**config.mk**
```make
export PLATFORM = sky130hd
export DESIGN_NAME = scanline_key_span_encoder
export DESIGN_NICKNAME = d
export VERILOG_FILES = /design/src/skse_pkg.sv /design/src/scanline_key_span_encoder.sv /design/src/skse_front.sv /design/src/skse_queue.sv /design/src/skse_back.sv
export VERILOG_INCLUDE_DIRS = /design/src /design/src/src
export SDC_FILE = /design/constraint.sdc
export NUM_CORES = 1
export LEC_CHECK = 0
export BUFFER_PORTS_ARGS = -buffer_cell sky130_fd_sc_hd__clkbuf_2
export CELL_PAD_IN_SITES_DETAIL_PLACEMENT = 1
export CELL_PAD_IN_SITES_GLOBAL_PLACEMENT = 1
export CORE_MARGIN = 2
export CORE_UTILIZATION = 40
export CTS_BUF_LIST = sky130_fd_sc_hd__clkbuf_16
export DETAILED_ROUTE_END_ITERATION = 10
export GPL_TIMING_DRIVEN = 0
export PLACE_DENSITY_LB_ADDON = 0.12
export SLEW_MARGIN = 10
export SYNTH_ARGS = -nofsm -noshare
export SYNTH_HDL_FRONTEND = slang
export SYNTH_SLANG_ARGS = --single-unit
```
**constraint.sdc**
```tcl
create_clock -name clock -period 5.9 [get_ports clock]
set_input_delay 0.59 -clock clock [delete_from_list [all_inputs] [get_ports clock]]
set_output_delay 0.59 -clock clock [all_outputs]
set_load 0.01 [all_outputs]
```
**src/scanline_key_span_encoder_defines.svh**
```systemverilog
// assertion macros shared by the scanline key span encoder modules
// depends on nothing; taken in by `include where assertions are written
`ifndef SCANLINE_KEY_SPAN_ENCODER_DEFINES_SVH
`define SCANLINE_KEY_SPAN_ENCODER_DEFINES_SVH

// same-cycle implication, disabled during reset
`define SKSE_ASSERT_IMPL(label, clk, rst, ante, cons) \
   label: assert property (@(posedge clk) disable iff (rst) (ante) |-> (cons)) \
      else $error("skse assertion failed");

// next-cycle implication, disabled during reset
`define SKSE_ASSERT_NEXT(label, clk, rst, ante, cons) \
   label: assert property (@(posedge clk) disable iff (rst) (ante) |=> (cons)) \
      else $error("skse assertion failed");

`endif

```
**src/skse_pkg.sv**
```systemverilog
// shared types and constants of the scanline key span encoder
// depends on nothing; used by every module of the block
`default_nettype none

package skse_pkg;

   localparam int ROW_WIDTH  = 192;
   localparam int COL_W      = 8;
   localparam int COLOUR_W   = 24;
   localparam int BYTE_W     = 8;
   localparam int CSR_IDX_W  = 2;
   localparam int CSR_DATA_W = 24;
   localparam int Q_DEPTH    = 4;
   localparam int Q_PTR_W    = 2;
   localparam int Q_CNT_W    = 3;

   localparam logic [COL_W-1:0]    LAST_COL       = COL_W'(ROW_WIDTH - 1);
   localparam logic [BYTE_W-1:0]   TERM_BYTE      = 8'hFF;
   localparam logic [COLOUR_W-1:0] KEY_RESET      = 24'h00FF00;
   localparam logic [BYTE_W-1:0]   LINE_RESET     = 8'd64;

   localparam logic [CSR_IDX_W-1:0] CSR_KEY_COLOUR = 2'd0;
   localparam logic [CSR_IDX_W-1:0] CSR_SPAN_MODE  = 2'd1;
   localparam logic [CSR_IDX_W-1:0] CSR_LINE_BYTES = 2'd2;

   localparam logic MODE_OUTER = 1'b0;
   localparam logic MODE_INNER = 1'b1;

   typedef struct packed {
      logic [COLOUR_W-1:0] key_colour;
      logic                span_mode;
      logic [BYTE_W-1:0]   line_bytes;
   } cfg_type;

   // one queued row record: optional left/jump pair, optional terminator
   typedef struct packed {
      logic              pair;
      logic [BYTE_W-1:0] half_l;
      logic [BYTE_W-1:0] len;
      logic              pad_one;
      logic              term;
   } span_rec_type;

   typedef enum logic [1:0] {
      PH_IDLE,
      PH_LEFT,
      PH_JUMP,
      PH_TERM
   } phase_type;

endpackage

`default_nettype wire

```
**src/scanline_key_span_encoder.sv**
```systemverilog
// scanline key span encoder: pixel stream in, span bytes out
// Pixels enter on the req_ channel, 24-bit colour in req_tdata, row end on
// req_tlast and frame end on req_tuser. A pixel is taken each cycle while a
// four-entry record queue has room. Each closed row with a valid span
// gives two bytes on rsp_: the left column halved, then the jump byte; a
// frame end adds the byte 255 with rsp_tlast high.
// The accepted pixel that closes a row reaches its first byte through the
// record queue, the emitter's current-record register and the output
// register. The byte emitter sends one byte per cycle while rsp_tready
// is high; rows without a span put no record in the queue.
// When rsp_tready is low the output register holds its byte, the emitter
// pauses and the queue fills; once it holds four records req_tready drops.
// Reset (synchronous, active high) clears the row trackers, the queue and
// the output, and loads key colour 0x00FF00, outer mode and line length 64.
// Users write registers via csr_ with no transaction in flight; unenforced.
// depends on skse_pkg, skse_front, skse_queue and skse_back
`default_nettype none

module scanline_key_span_encoder (
   input  wire logic                                 clock,
   input  wire logic                                 reset,
   input  wire logic                                 req_tvalid,
   output logic                                      req_tready,
   input  wire logic [skse_pkg::COLOUR_W-1:0]        req_tdata,  // pixel_colour
   input  wire logic                                 req_tlast,  // row_end
   input  wire logic                                 req_tuser,  // frame_end
   output logic                                      rsp_tvalid,
   input  wire logic                                 rsp_tready,
   output logic [skse_pkg::BYTE_W-1:0]               rsp_tdata,  // out_byte
   output logic                                      rsp_tlast,  // is_terminator
   input  wire logic                                 csr_wen,
   input  wire logic [skse_pkg::CSR_IDX_W-1:0]       csr_index,
   input  wire logic [skse_pkg::CSR_DATA_W-1:0]      csr_wdata
);

   skse_pkg::cfg_type       cfg_ff;
   skse_pkg::span_rec_type  push_rec;
   skse_pkg::span_rec_type  pop_rec;
   logic                    push_valid;
   logic                    push_ready;
   logic                    pop;
   logic                    pop_valid;

   always_ff @(posedge clock) begin
      if (reset) begin
         cfg_ff.key_colour <= skse_pkg::KEY_RESET;
         cfg_ff.span_mode  <= skse_pkg::MODE_OUTER;
         cfg_ff.line_bytes <= skse_pkg::LINE_RESET;
      end else if (csr_wen) begin
         case (csr_index)
            skse_pkg::CSR_KEY_COLOUR: cfg_ff.key_colour <= csr_wdata;
            skse_pkg::CSR_SPAN_MODE:  cfg_ff.span_mode  <= csr_wdata[0];
            skse_pkg::CSR_LINE_BYTES: cfg_ff.line_bytes <= csr_wdata[skse_pkg::BYTE_W-1:0];
            default: begin
            end
         endcase
      end
   end

   skse_front u_front (
      .clock        (clock),
      .reset        (reset),
      .cfg          (cfg_ff),
      .in_valid     (req_tvalid),
      .in_pixel     (req_tdata),
      .in_row_end   (req_tlast),
      .in_frame_end (req_tuser),
      .push_ready   (push_ready),
      .in_ready     (req_tready),
      .push_valid   (push_valid),
      .push_rec     (push_rec)
   );

   skse_queue u_queue (
      .clock      (clock),
      .reset      (reset),
      .push_valid (push_valid),
      .push_rec   (push_rec),
      .push_ready (push_ready),
      .pop        (pop),
      .pop_valid  (pop_valid),
      .pop_rec    (pop_rec)
   );

   skse_back u_back (
      .clock     (clock),
      .reset     (reset),
      .cfg       (cfg_ff),
      .q_valid   (pop_valid),
      .q_rec     (pop_rec),
      .q_pop     (pop),
      .out_valid (rsp_tvalid),
      .out_ready (rsp_tready),
      .out_byte  (rsp_tdata),
      .out_term  (rsp_tlast)
   );

endmodule

`default_nettype wire

```
**src/skse_front.sv**
```systemverilog
// front end: classifies pixels, tracks row bounds and builds row records
// depends on skse_pkg
`default_nettype none

module skse_front (
   input  wire logic                              clock,
   input  wire logic                              reset,
   input  wire skse_pkg::cfg_type                 cfg,
   input  wire logic                              in_valid,
   input  wire logic [skse_pkg::COLOUR_W-1:0]     in_pixel,
   input  wire logic                              in_row_end,
   input  wire logic                              in_frame_end,
   input  wire logic                              push_ready,
   output logic                                   in_ready,
   output logic                                   push_valid,
   output skse_pkg::span_rec_type                 push_rec
);

   logic [skse_pkg::COL_W-1:0] column_ff, column_in;
   logic                       seen_ff, seen_in;
   logic [skse_pkg::COL_W-1:0] first_op_ff, first_op_in;
   logic [skse_pkg::COL_W-1:0] last_op_ff, last_op_in;
   logic [skse_pkg::COL_W-1:0] run_end_ff, run_end_in;
   logic                       run_closed_ff, run_closed_in;
   logic [skse_pkg::COL_W-1:0] run_start_ff, run_start_in;
   logic                       keyed_left_ff, keyed_left_in;
   logic                       prev_key_ff, prev_key_in;

   logic                       accept;
   logic                       opaque;
   logic                       row_close;
   logic                       pair_ok;
   logic [skse_pkg::COL_W-1:0] left_col;
   logic [skse_pkg::COL_W-1:0] right_col;
   logic [skse_pkg::BYTE_W-1:0] half_l;
   logic [skse_pkg::BYTE_W-1:0] half_r;

   assign in_ready  = push_ready;
   assign accept    = in_valid && push_ready;
   assign opaque    = (in_pixel != cfg.key_colour);
   assign row_close = in_row_end || in_frame_end || (column_ff == skse_pkg::LAST_COL);

   // bound tracking including the current pixel
   always_comb begin
      seen_in       = seen_ff;
      first_op_in   = first_op_ff;
      last_op_in    = last_op_ff;
      run_end_in    = run_end_ff;
      run_closed_in = run_closed_ff;
      run_start_in  = run_start_ff;
      keyed_left_in = keyed_left_ff;
      prev_key_in   = prev_key_ff;
      if (opaque) begin
         if (!seen_ff) begin
            first_op_in = column_ff;
            seen_in     = 1'b1;
         end
         last_op_in = column_ff;
         if (prev_key_ff) begin
            run_start_in  = column_ff;
            keyed_left_in = (column_ff != '0);
         end
         prev_key_in = 1'b0;
      end else begin
         if (seen_ff && !run_closed_ff) begin
            run_closed_in = 1'b1;
            run_end_in    = column_ff - skse_pkg::COL_W'(1);
         end
         prev_key_in = 1'b1;
      end
   end

   // row close: pick bounds for the mode in force
   always_comb begin
      if (cfg.span_mode == skse_pkg::MODE_INNER) begin
         left_col  = run_end_in;
         right_col = run_start_in;
         pair_ok   = seen_in && run_closed_in && keyed_left_in && (left_col < right_col);
         half_r    = (right_col >> 1) + skse_pkg::BYTE_W'(right_col[0]);
      end else begin
         left_col  = first_op_in;
         right_col = last_op_in;
         pair_ok   = seen_in;
         half_r    = right_col >> 1;
      end
      half_l = left_col >> 1;
   end

   always_comb begin
      push_rec.pair    = row_close && pair_ok;
      push_rec.half_l  = half_l;
      push_rec.len     = half_r - half_l;
      push_rec.pad_one = (cfg.span_mode == skse_pkg::MODE_INNER);
      push_rec.term    = in_frame_end;
      push_valid       = accept && ((row_close && pair_ok) || in_frame_end);
   end

   always_ff @(posedge clock) begin
      if (reset) begin
         column_ff     <= '0;
         seen_ff       <= 1'b0;
         first_op_ff   <= '0;
         last_op_ff    <= '0;
         run_end_ff    <= '0;
         run_closed_ff <= 1'b0;
         run_start_ff  <= '0;
         keyed_left_ff <= 1'b0;
         prev_key_ff   <= 1'b1;
      end else if (accept) begin
         if (row_close) begin
            column_ff     <= '0;
            seen_ff       <= 1'b0;
            first_op_ff   <= '0;
            last_op_ff    <= '0;
            run_end_ff    <= '0;
            run_closed_ff <= 1'b0;
            run_start_ff  <= '0;
            keyed_left_ff <= 1'b0;
            prev_key_ff   <= 1'b1;
         end else begin
            column_ff     <= column_in;
            seen_ff       <= seen_in;
            first_op_ff   <= first_op_in;
            last_op_ff    <= last_op_in;
            run_end_ff    <= run_end_in;
            run_closed_ff <= run_closed_in;
            run_start_ff  <= run_start_in;
            keyed_left_ff <= keyed_left_in;
            prev_key_ff   <= prev_key_in;
         end
      end
   end

   assign column_in = column_ff + skse_pkg::COL_W'(1);

endmodule

`default_nettype wire

```
**src/skse_queue.sv**
```systemverilog
// short record queue between front end and byte emitter
// depends on skse_pkg and the assertion macro header
`default_nettype none
`include "scanline_key_span_encoder_defines.svh"

module skse_queue (
   input  wire logic                     clock,
   input  wire logic                     reset,
   input  wire logic                     push_valid,
   input  wire skse_pkg::span_rec_type   push_rec,
   output logic                          push_ready,
   input  wire logic                     pop,
   output logic                          pop_valid,
   output skse_pkg::span_rec_type        pop_rec
);

   skse_pkg::span_rec_type               entry_ff [skse_pkg::Q_DEPTH];
   logic [skse_pkg::Q_PTR_W-1:0]         wptr_ff, wptr_in;
   logic [skse_pkg::Q_PTR_W-1:0]         rptr_ff, rptr_in;
   logic [skse_pkg::Q_CNT_W-1:0]         count_ff, count_in;
   logic                                 do_push;
   logic                                 do_pop;

   assign push_ready = (count_ff != skse_pkg::Q_CNT_W'(skse_pkg::Q_DEPTH));
   assign pop_valid  = (count_ff != '0);
   assign pop_rec    = entry_ff[rptr_ff];
   assign do_push    = push_valid && push_ready;
   assign do_pop     = pop && pop_valid;

   always_comb begin
      wptr_in  = do_push ? wptr_ff + skse_pkg::Q_PTR_W'(1) : wptr_ff;
      rptr_in  = do_pop ? rptr_ff + skse_pkg::Q_PTR_W'(1) : rptr_ff;
      count_in = count_ff + skse_pkg::Q_CNT_W'(do_push) - skse_pkg::Q_CNT_W'(do_pop);
   end

   always_ff @(posedge clock) begin
      if (reset) begin
         wptr_ff  <= '0;
         rptr_ff  <= '0;
         count_ff <= '0;
      end else begin
         wptr_ff  <= wptr_in;
         rptr_ff  <= rptr_in;
         count_ff <= count_in;
      end
   end

   always_ff @(posedge clock) begin
      if (do_push) begin
         entry_ff[wptr_ff] <= push_rec;
      end
   end

   `SKSE_ASSERT_IMPL(a_count_bound, clock, reset, 1'b1,
      count_ff <= skse_pkg::Q_CNT_W'(skse_pkg::Q_DEPTH))

endmodule

`default_nettype wire

```
**src/skse_back.sv**
```systemverilog
// back end: turns queued row records into bytes, one per unstalled cycle
// depends on skse_pkg and the assertion macro header
`default_nettype none
`include "scanline_key_span_encoder_defines.svh"

module skse_back (
   input  wire logic                            clock,
   input  wire logic                            reset,
   input  wire skse_pkg::cfg_type               cfg,
   input  wire logic                            q_valid,
   input  wire skse_pkg::span_rec_type          q_rec,
   output logic                                 q_pop,
   output logic                                 out_valid,
   input  wire logic                            out_ready,
   output logic [skse_pkg::BYTE_W-1:0]          out_byte,
   output logic                                 out_term
);

   skse_pkg::phase_type                 phase_ff, phase_in;
   skse_pkg::span_rec_type              cur_ff, cur_in;
   logic                                out_valid_ff;
   logic [skse_pkg::BYTE_W-1:0]         out_byte_ff;
   logic                                out_term_ff;

   logic                                out_free;
   logic                                emit;
   logic                                done;
   logic [skse_pkg::BYTE_W-1:0]         emit_byte;
   logic                                emit_term;
   logic [skse_pkg::BYTE_W-1:0]         pad;
   logic [skse_pkg::BYTE_W-1:0]         diff;
   logic [skse_pkg::BYTE_W-1:0]         jump;

   assign out_free = !out_valid_ff || out_ready;
   assign pad      = cur_ff.pad_one ? skse_pkg::BYTE_W'(1) : skse_pkg::BYTE_W'(2);
   assign diff     = cfg.line_bytes - cur_ff.len - pad;
   assign jump     = {diff[skse_pkg::BYTE_W-2:0], 1'b0};

   // outputs of the byte sequencer
   always_comb begin
      emit      = 1'b0;
      done      = 1'b0;
      emit_byte = '0;
      emit_term = 1'b0;
      unique case (phase_ff)
         skse_pkg::PH_IDLE: begin
            done = 1'b1;
         end
         skse_pkg::PH_LEFT: begin
            emit      = out_free;
            emit_byte = cur_ff.half_l;
         end
         skse_pkg::PH_JUMP: begin
            emit      = out_free;
            emit_byte = jump;
            done      = out_free && !cur_ff.term;
         end
         skse_pkg::PH_TERM: begin
            emit      = out_free;
            emit_byte = skse_pkg::TERM_BYTE;
            emit_term = 1'b1;
            done      = out_free;
         end
         default: begin
            done = 1'b1;
         end
      endcase
      q_pop = done && q_valid;
   end

   // next state of the byte sequencer
   always_comb begin
      phase_in = phase_ff;
      unique case (phase_ff)
         skse_pkg::PH_LEFT: begin
            if (out_free) begin
               phase_in = skse_pkg::PH_JUMP;
            end
         end
         skse_pkg::PH_JUMP: begin
            if (out_free && cur_ff.term) begin
               phase_in = skse_pkg::PH_TERM;
            end
         end
         default: begin
         end
      endcase
      if (done) begin
         if (q_valid) begin
            phase_in = q_rec.pair ? skse_pkg::PH_LEFT : skse_pkg::PH_TERM;
         end else begin
            phase_in = skse_pkg::PH_IDLE;
         end
      end
   end

   assign cur_in = q_pop ? q_rec : cur_ff;

   always_ff @(posedge clock) begin
      if (reset) begin
         phase_ff     <= skse_pkg::PH_IDLE;
         out_valid_ff <= 1'b0;
      end else begin
         phase_ff <= phase_in;
         if (emit) begin
            out_valid_ff <= 1'b1;
         end else if (out_ready) begin
            out_valid_ff <= 1'b0;
         end
      end
   end

   always_ff @(posedge clock) begin
      cur_ff <= cur_in;
      if (emit) begin
         out_byte_ff <= emit_byte;
         out_term_ff <= emit_term;
      end
   end

   assign out_valid = out_valid_ff;
   assign out_byte  = out_byte_ff;
   assign out_term  = out_term_ff;

   `SKSE_ASSERT_IMPL(a_left_needs_pair, clock, reset,
      phase_ff == skse_pkg::PH_LEFT, cur_ff.pair)
   `SKSE_ASSERT_IMPL(a_term_byte, clock, reset,
      out_valid_ff && out_term_ff, out_byte_ff == skse_pkg::TERM_BYTE)
   `SKSE_ASSERT_IMPL(a_pop_only_when_free, clock, reset,
      q_pop && (phase_ff != skse_pkg::PH_IDLE), out_free)

endmodule

`default_nettype wire

```
==> results.py <==
metrics = {
    "pwr": {
        "leakagePower_nw": 3.74,
        "seqPwrFrac_pct": 43.5,
        "p_per_area_nw_per_um2": 367,
        "p_int_mw": 2.50,
        "power_switching_mw": 1.13,
        "power_frac_comb_pct": 25.2,
        "swShare_pct": 31.0,
        "power_mw": 3.63,
        "clock_power_share_pct": 31.3,
        "ir_drop_uv": 198,
    },
    "yosys": {
        "yosys.cell_types.count": 55,
        "synth_fp_nets": 879,
        "yosys.area.top_type": "edfxtp_1",
        "synthFlopType": "edfxtp_1",
        "yosysWarnings": 0,
        "synth_top_area_share_pct": 32.4,
        "netlist_instances": 780,
        "synth-edff-count": 93,
        "synth_area_um2": 8610,
        "synth-seq-cells": 179,
        "synthTopCellsByArea": "edfxtp_1, dfxtp_1, ha_1, mux4_2, nor2_1",
        "yosysSeqAreaShare_pct": 52.4,
        "synth-async-reset-ratio_pct": 0,
        "synth_area_per_cell_um2": 11.0,
    },
    "worst_setup_path": {
        "critPathMaxStageDelay_ps": 760,
        "crit_type": "register to register",
        "reg2reg_from": "cfg_ff[24]",
        "cp_max_fo": 17,
        "r2r_cells": 16,
        "worst-endpoint-required_ps": 5960,
        "critPathSlowestCell": "and2_1",
        "crit_chain": "xor2_1, nor4_1, nand2_1, nor3_2, clkbuf_1, nor2_1, a21oi_1, ha_1, and4_1, nand4_1, o21ai_0, a222oi_1, nand3b_1, a2111oi_2, o31a_2, and2_1",
        "crit_family": "simple AND/OR/NAND/NOR gates",
        "start_kind": "register",
        "critPathBufInv": 1,
        "cp-end-kind": "register",
        "reg2reg_slack_ps": 350,
        "r2r-end": "u_queue.entry_ff[3][4]",
        "arrival_ps": 5610,
    },
    "global_route": {
        "antenna_found_initial": 0,
        "grt_overflow_total": 0,
        "grt_max_degree": 19,
        "grt.total_usage_pct": 19.7,
        "grt_pass1_wl_mm": 33.7,
        "grt_pass1_vias": 6479,
    },
    "sta": {
        "finalCriticalPeriod_ps": 5550,
        "maxSlewViolCount": 0,
        "max_freq_ghz": 0.180,
        "finalSetupViolations": 0,
        "hold_viol": 0,
        "finalSetupTns_ps": 0,
        "skew_ps": 9.46,
        "rsz0062_at_grt": "no",
        "max_slew_margin_pct": 24.1,
        "period_share_pct": 94.0,
        "worst_pin_slew_ps": 1130,
        "setup_ws_ps": 351,
    },
    "cts": {
        "clockBufferDepth": 2,
        "cts_buffers": 17,
        "root_buffer": "clkbuf_16",
        "postCtsSetupRepairBufs": 0,
        "htreeDepth": 4,
        "insertion_delay_ps": 430,
        "cts_resized": 0,
        "cts_hold_buf": 0,
        "cts.sinks": 179,
        "clk_pin_slew_ps": 70,
        "cts_tree": "yes",
    },
    "floorplan": {
        "die_area_um2": 22700,
        "num_rows": 53,
        "die_y_um": 151,
        "io_pins": 68,
        "core_area_um2": 21100,
        "fp.dieW_um": 151,
        "start_util_pct": 40.8,
    },
    "routing": {
        "drt-total-wl_mm": 21.7,
        "drt-vias-per-instance": 5.26,
        "ant_nets": 0,
        "drc": 0,
        "dr.pass1.iters": 4,
        "route.detailed.wl_per_inst_um": 18.8,
        "drt_iter0_drc": 212,
        "vias": 6079,
    },
    "hold_path": {
        "min_delay_path_depth": 3,
        "hold_path_class": "primary input to register",
        "hp-start": "csr_wdata[13]",
        "hold_end": "cfg_ff[22]",
    },
    "cells_and_area": {
        "diodes": 0,
        "register_area_um2": 4510,
        "finalNetCount": 966,
        "fin_util_pct": 46.9,
        "multi_input_area_um2": 3780,
        "area_growth_pct": 14.9,
        "fillers": 2333,
        "drive_gt1_share_pct": 15.6,
    },
    "run": {
        "drv_cap": 0,
    },
    "place": {
        "hpwl_mm": 16.2,
        "place_ws_ps": 42.5,
        "gp_congestion": 0.865,
        "port_buffers": 67,
    },
    "run_status": {
        "status": "finished, final reports clean",
    },
}
==> metal layers <==
| layer | up-vias | wire (um) | track usage (%) |
|---|---|---|---|
| li1 | 2919 | - | - |
| met1 | 3032 | 9470 | 23.6 |
| met2 | 105 | 11100 | 35.3 |
| met3 | 23 | 782 | 3.91 |
| met4 | 0 | 337 | 7.01 |
| met5 | - | 0 | 0 |
==> per-stage QoR <==
stage               area, um2  hold WS (ps)  std cells
floorplan                8610           447        780
global placement         9290           455       1122
detailed placement       9310           464       1123
CTS                      9900           353       1155
global route             9900           373       1155
finish                   9900           371       1155
==> power groups by stage <==
stage	Sequential [mW]	Clock [mW]	Combinational [mW]
finish	1.58	1.14	0.914
floorplan	1.60	0	0.646
global placement	1.60	0	0.869
CTS	1.58	1.16	0.931
global route	1.59	1.21	1.04
detailed placement	1.61	0	0.925
==> tightest hold or removal path, cell delays in order <==
cell	delay, ps
clkbuf_2	80
nand2_1	40
nand3b_1	70
==> cells in the final DEF, fill, tap and decap left out, types with 2 or more instances in the layout <==
| master | instances |
|---|---|
| a211oi_1 | 2 |
| a21o_1 | 9 |
| a21oi_1 | 46 |
| a221oi_1 | 6 |
| a22oi_1 | 24 |
| and2_1 | 5 |
| buf_1 | 5 |
| clkbuf_1 | 37 |
| clkbuf_16 | 17 |
| clkbuf_2 | 67 |
| clkinvlp_4 | 2 |
| dfxtp_1 | 86 |
| edfxtp_1 | 93 |
| fa_1 | 4 |
| ha_1 | 38 |
| inv_1 | 41 |
| inv_6 | 5 |
| inv_8 | 4 |
| mux2_2 | 3 |
| mux2_4 | 2 |
| mux2i_1 | 33 |
| mux4_2 | 17 |
| nand2_1 | 79 |
| nand2b_1 | 3 |
| nand3_1 | 12 |
| nand3b_1 | 11 |
| nand4_1 | 4 |
| nor2_1 | 98 |
| nor2b_1 | 4 |
| nor3_1 | 7 |
| nor3b_1 | 2 |
| nor4_1 | 3 |
| nor4_4 | 4 |
| o21a_1 | 4 |
| o21ai_0 | 15 |
| o21bai_1 | 3 |
| xnor2_1 | 22 |
| xor2_1 | 36 |
==> synth_stat cells (2+ instances only) <==
cell type / number
clkbuf_1: 37
mux2_4: 2
and2_1: 5
o21ai_0: 15
nand2b_1: 3
buf_1: 5
mux2i_1: 33
a21oi_1: 46
nand4_1: 4
mux2_2: 3
a221oi_1: 6
xor2_1: 36
nand3b_1: 11
nand2_1: 79
nor3_1: 7
nor4_1: 3
xnor2_1: 22
inv_1: 40
edfxtp_1: 93
ha_1: 38
nor2b_1: 4
fa_1: 4
nor3b_1: 2
dfxtp_1: 86
mux4_2: 17
nor4_4: 4
a21o_1: 9
nor2_1: 99
nand3_1: 12
a211oi_1: 2
o21a_1: 4
o21bai_1: 3
a22oi_1: 24
==> worst max-delay path by stage <==
stage | start | to | cells past startpoint
3_3_place_gp | req_tdata[15] | u_queue.entry_ff[2][7] | 17
3_5_place_dp | req_tdata[15] | u_queue.entry_ff[3][7] | 17
5_1_grt | cfg_ff[24] | u_queue.entry_ff[3][17] | 16
6_report | cfg_ff[24] | u_queue.entry_ff[3][4] | 16
4_1_cts | cfg_ff[9] | u_queue.entry_ff[3][4] | 16
2_1_floorplan | req_tdata[0] | u_queue.entry_ff[0][0] | 15
==> layout make-up <==
| class | count | share of cell area (%) |
|---|---|---|
| flip-flops and latches | 179 | 45.6 |
| multi-input cells | 517 | 38.2 |
| clock buffers | 17 | 4.30 |
| repair buffers | 68 | 3.54 |
| well taps | 275 | 3.48 |
| plain buffers | 44 | 1.76 |
| clock inverters | 15 | 1.64 |
| inverters | 40 | 1.52 |
==> flip-flops by register name, indices dropped and copies added, names as in the netlist, 2 cells and up, named ones only <==
signal,flops
u_queue.entry_ff,68
cfg_ff,32
u_back.cur_ff,16
u_back.out_byte,8
u_front.column_ff,8
u_front.run_end_ff,8
u_front.run_start_ff,8
u_front.first_op_ff,7
u_front.last_op_ff,7
u_queue.count_ff,3
u_back.phase_ff,2
u_queue.rptr_ff,2
u_queue.wptr_ff,2
==> kinds of logic (layout without fill, tap and decap cells) <==
group                      count (synthesis)  in the layout  synth area share, %
and+or+nand+nor                          242            242                 13.4
DFF                                      179            179                 52.4
muxes                                     56             56                 9.15
xor gates and xnor gates                  59             59                 6.09
AOI/OAI and AO/OA                        118            118                 8.76
buffers and inverters                     84            184                 3.76
adders and majority gates                 42             42                 6.45
No activity file was read; power rests on OpenSTA's default activity.
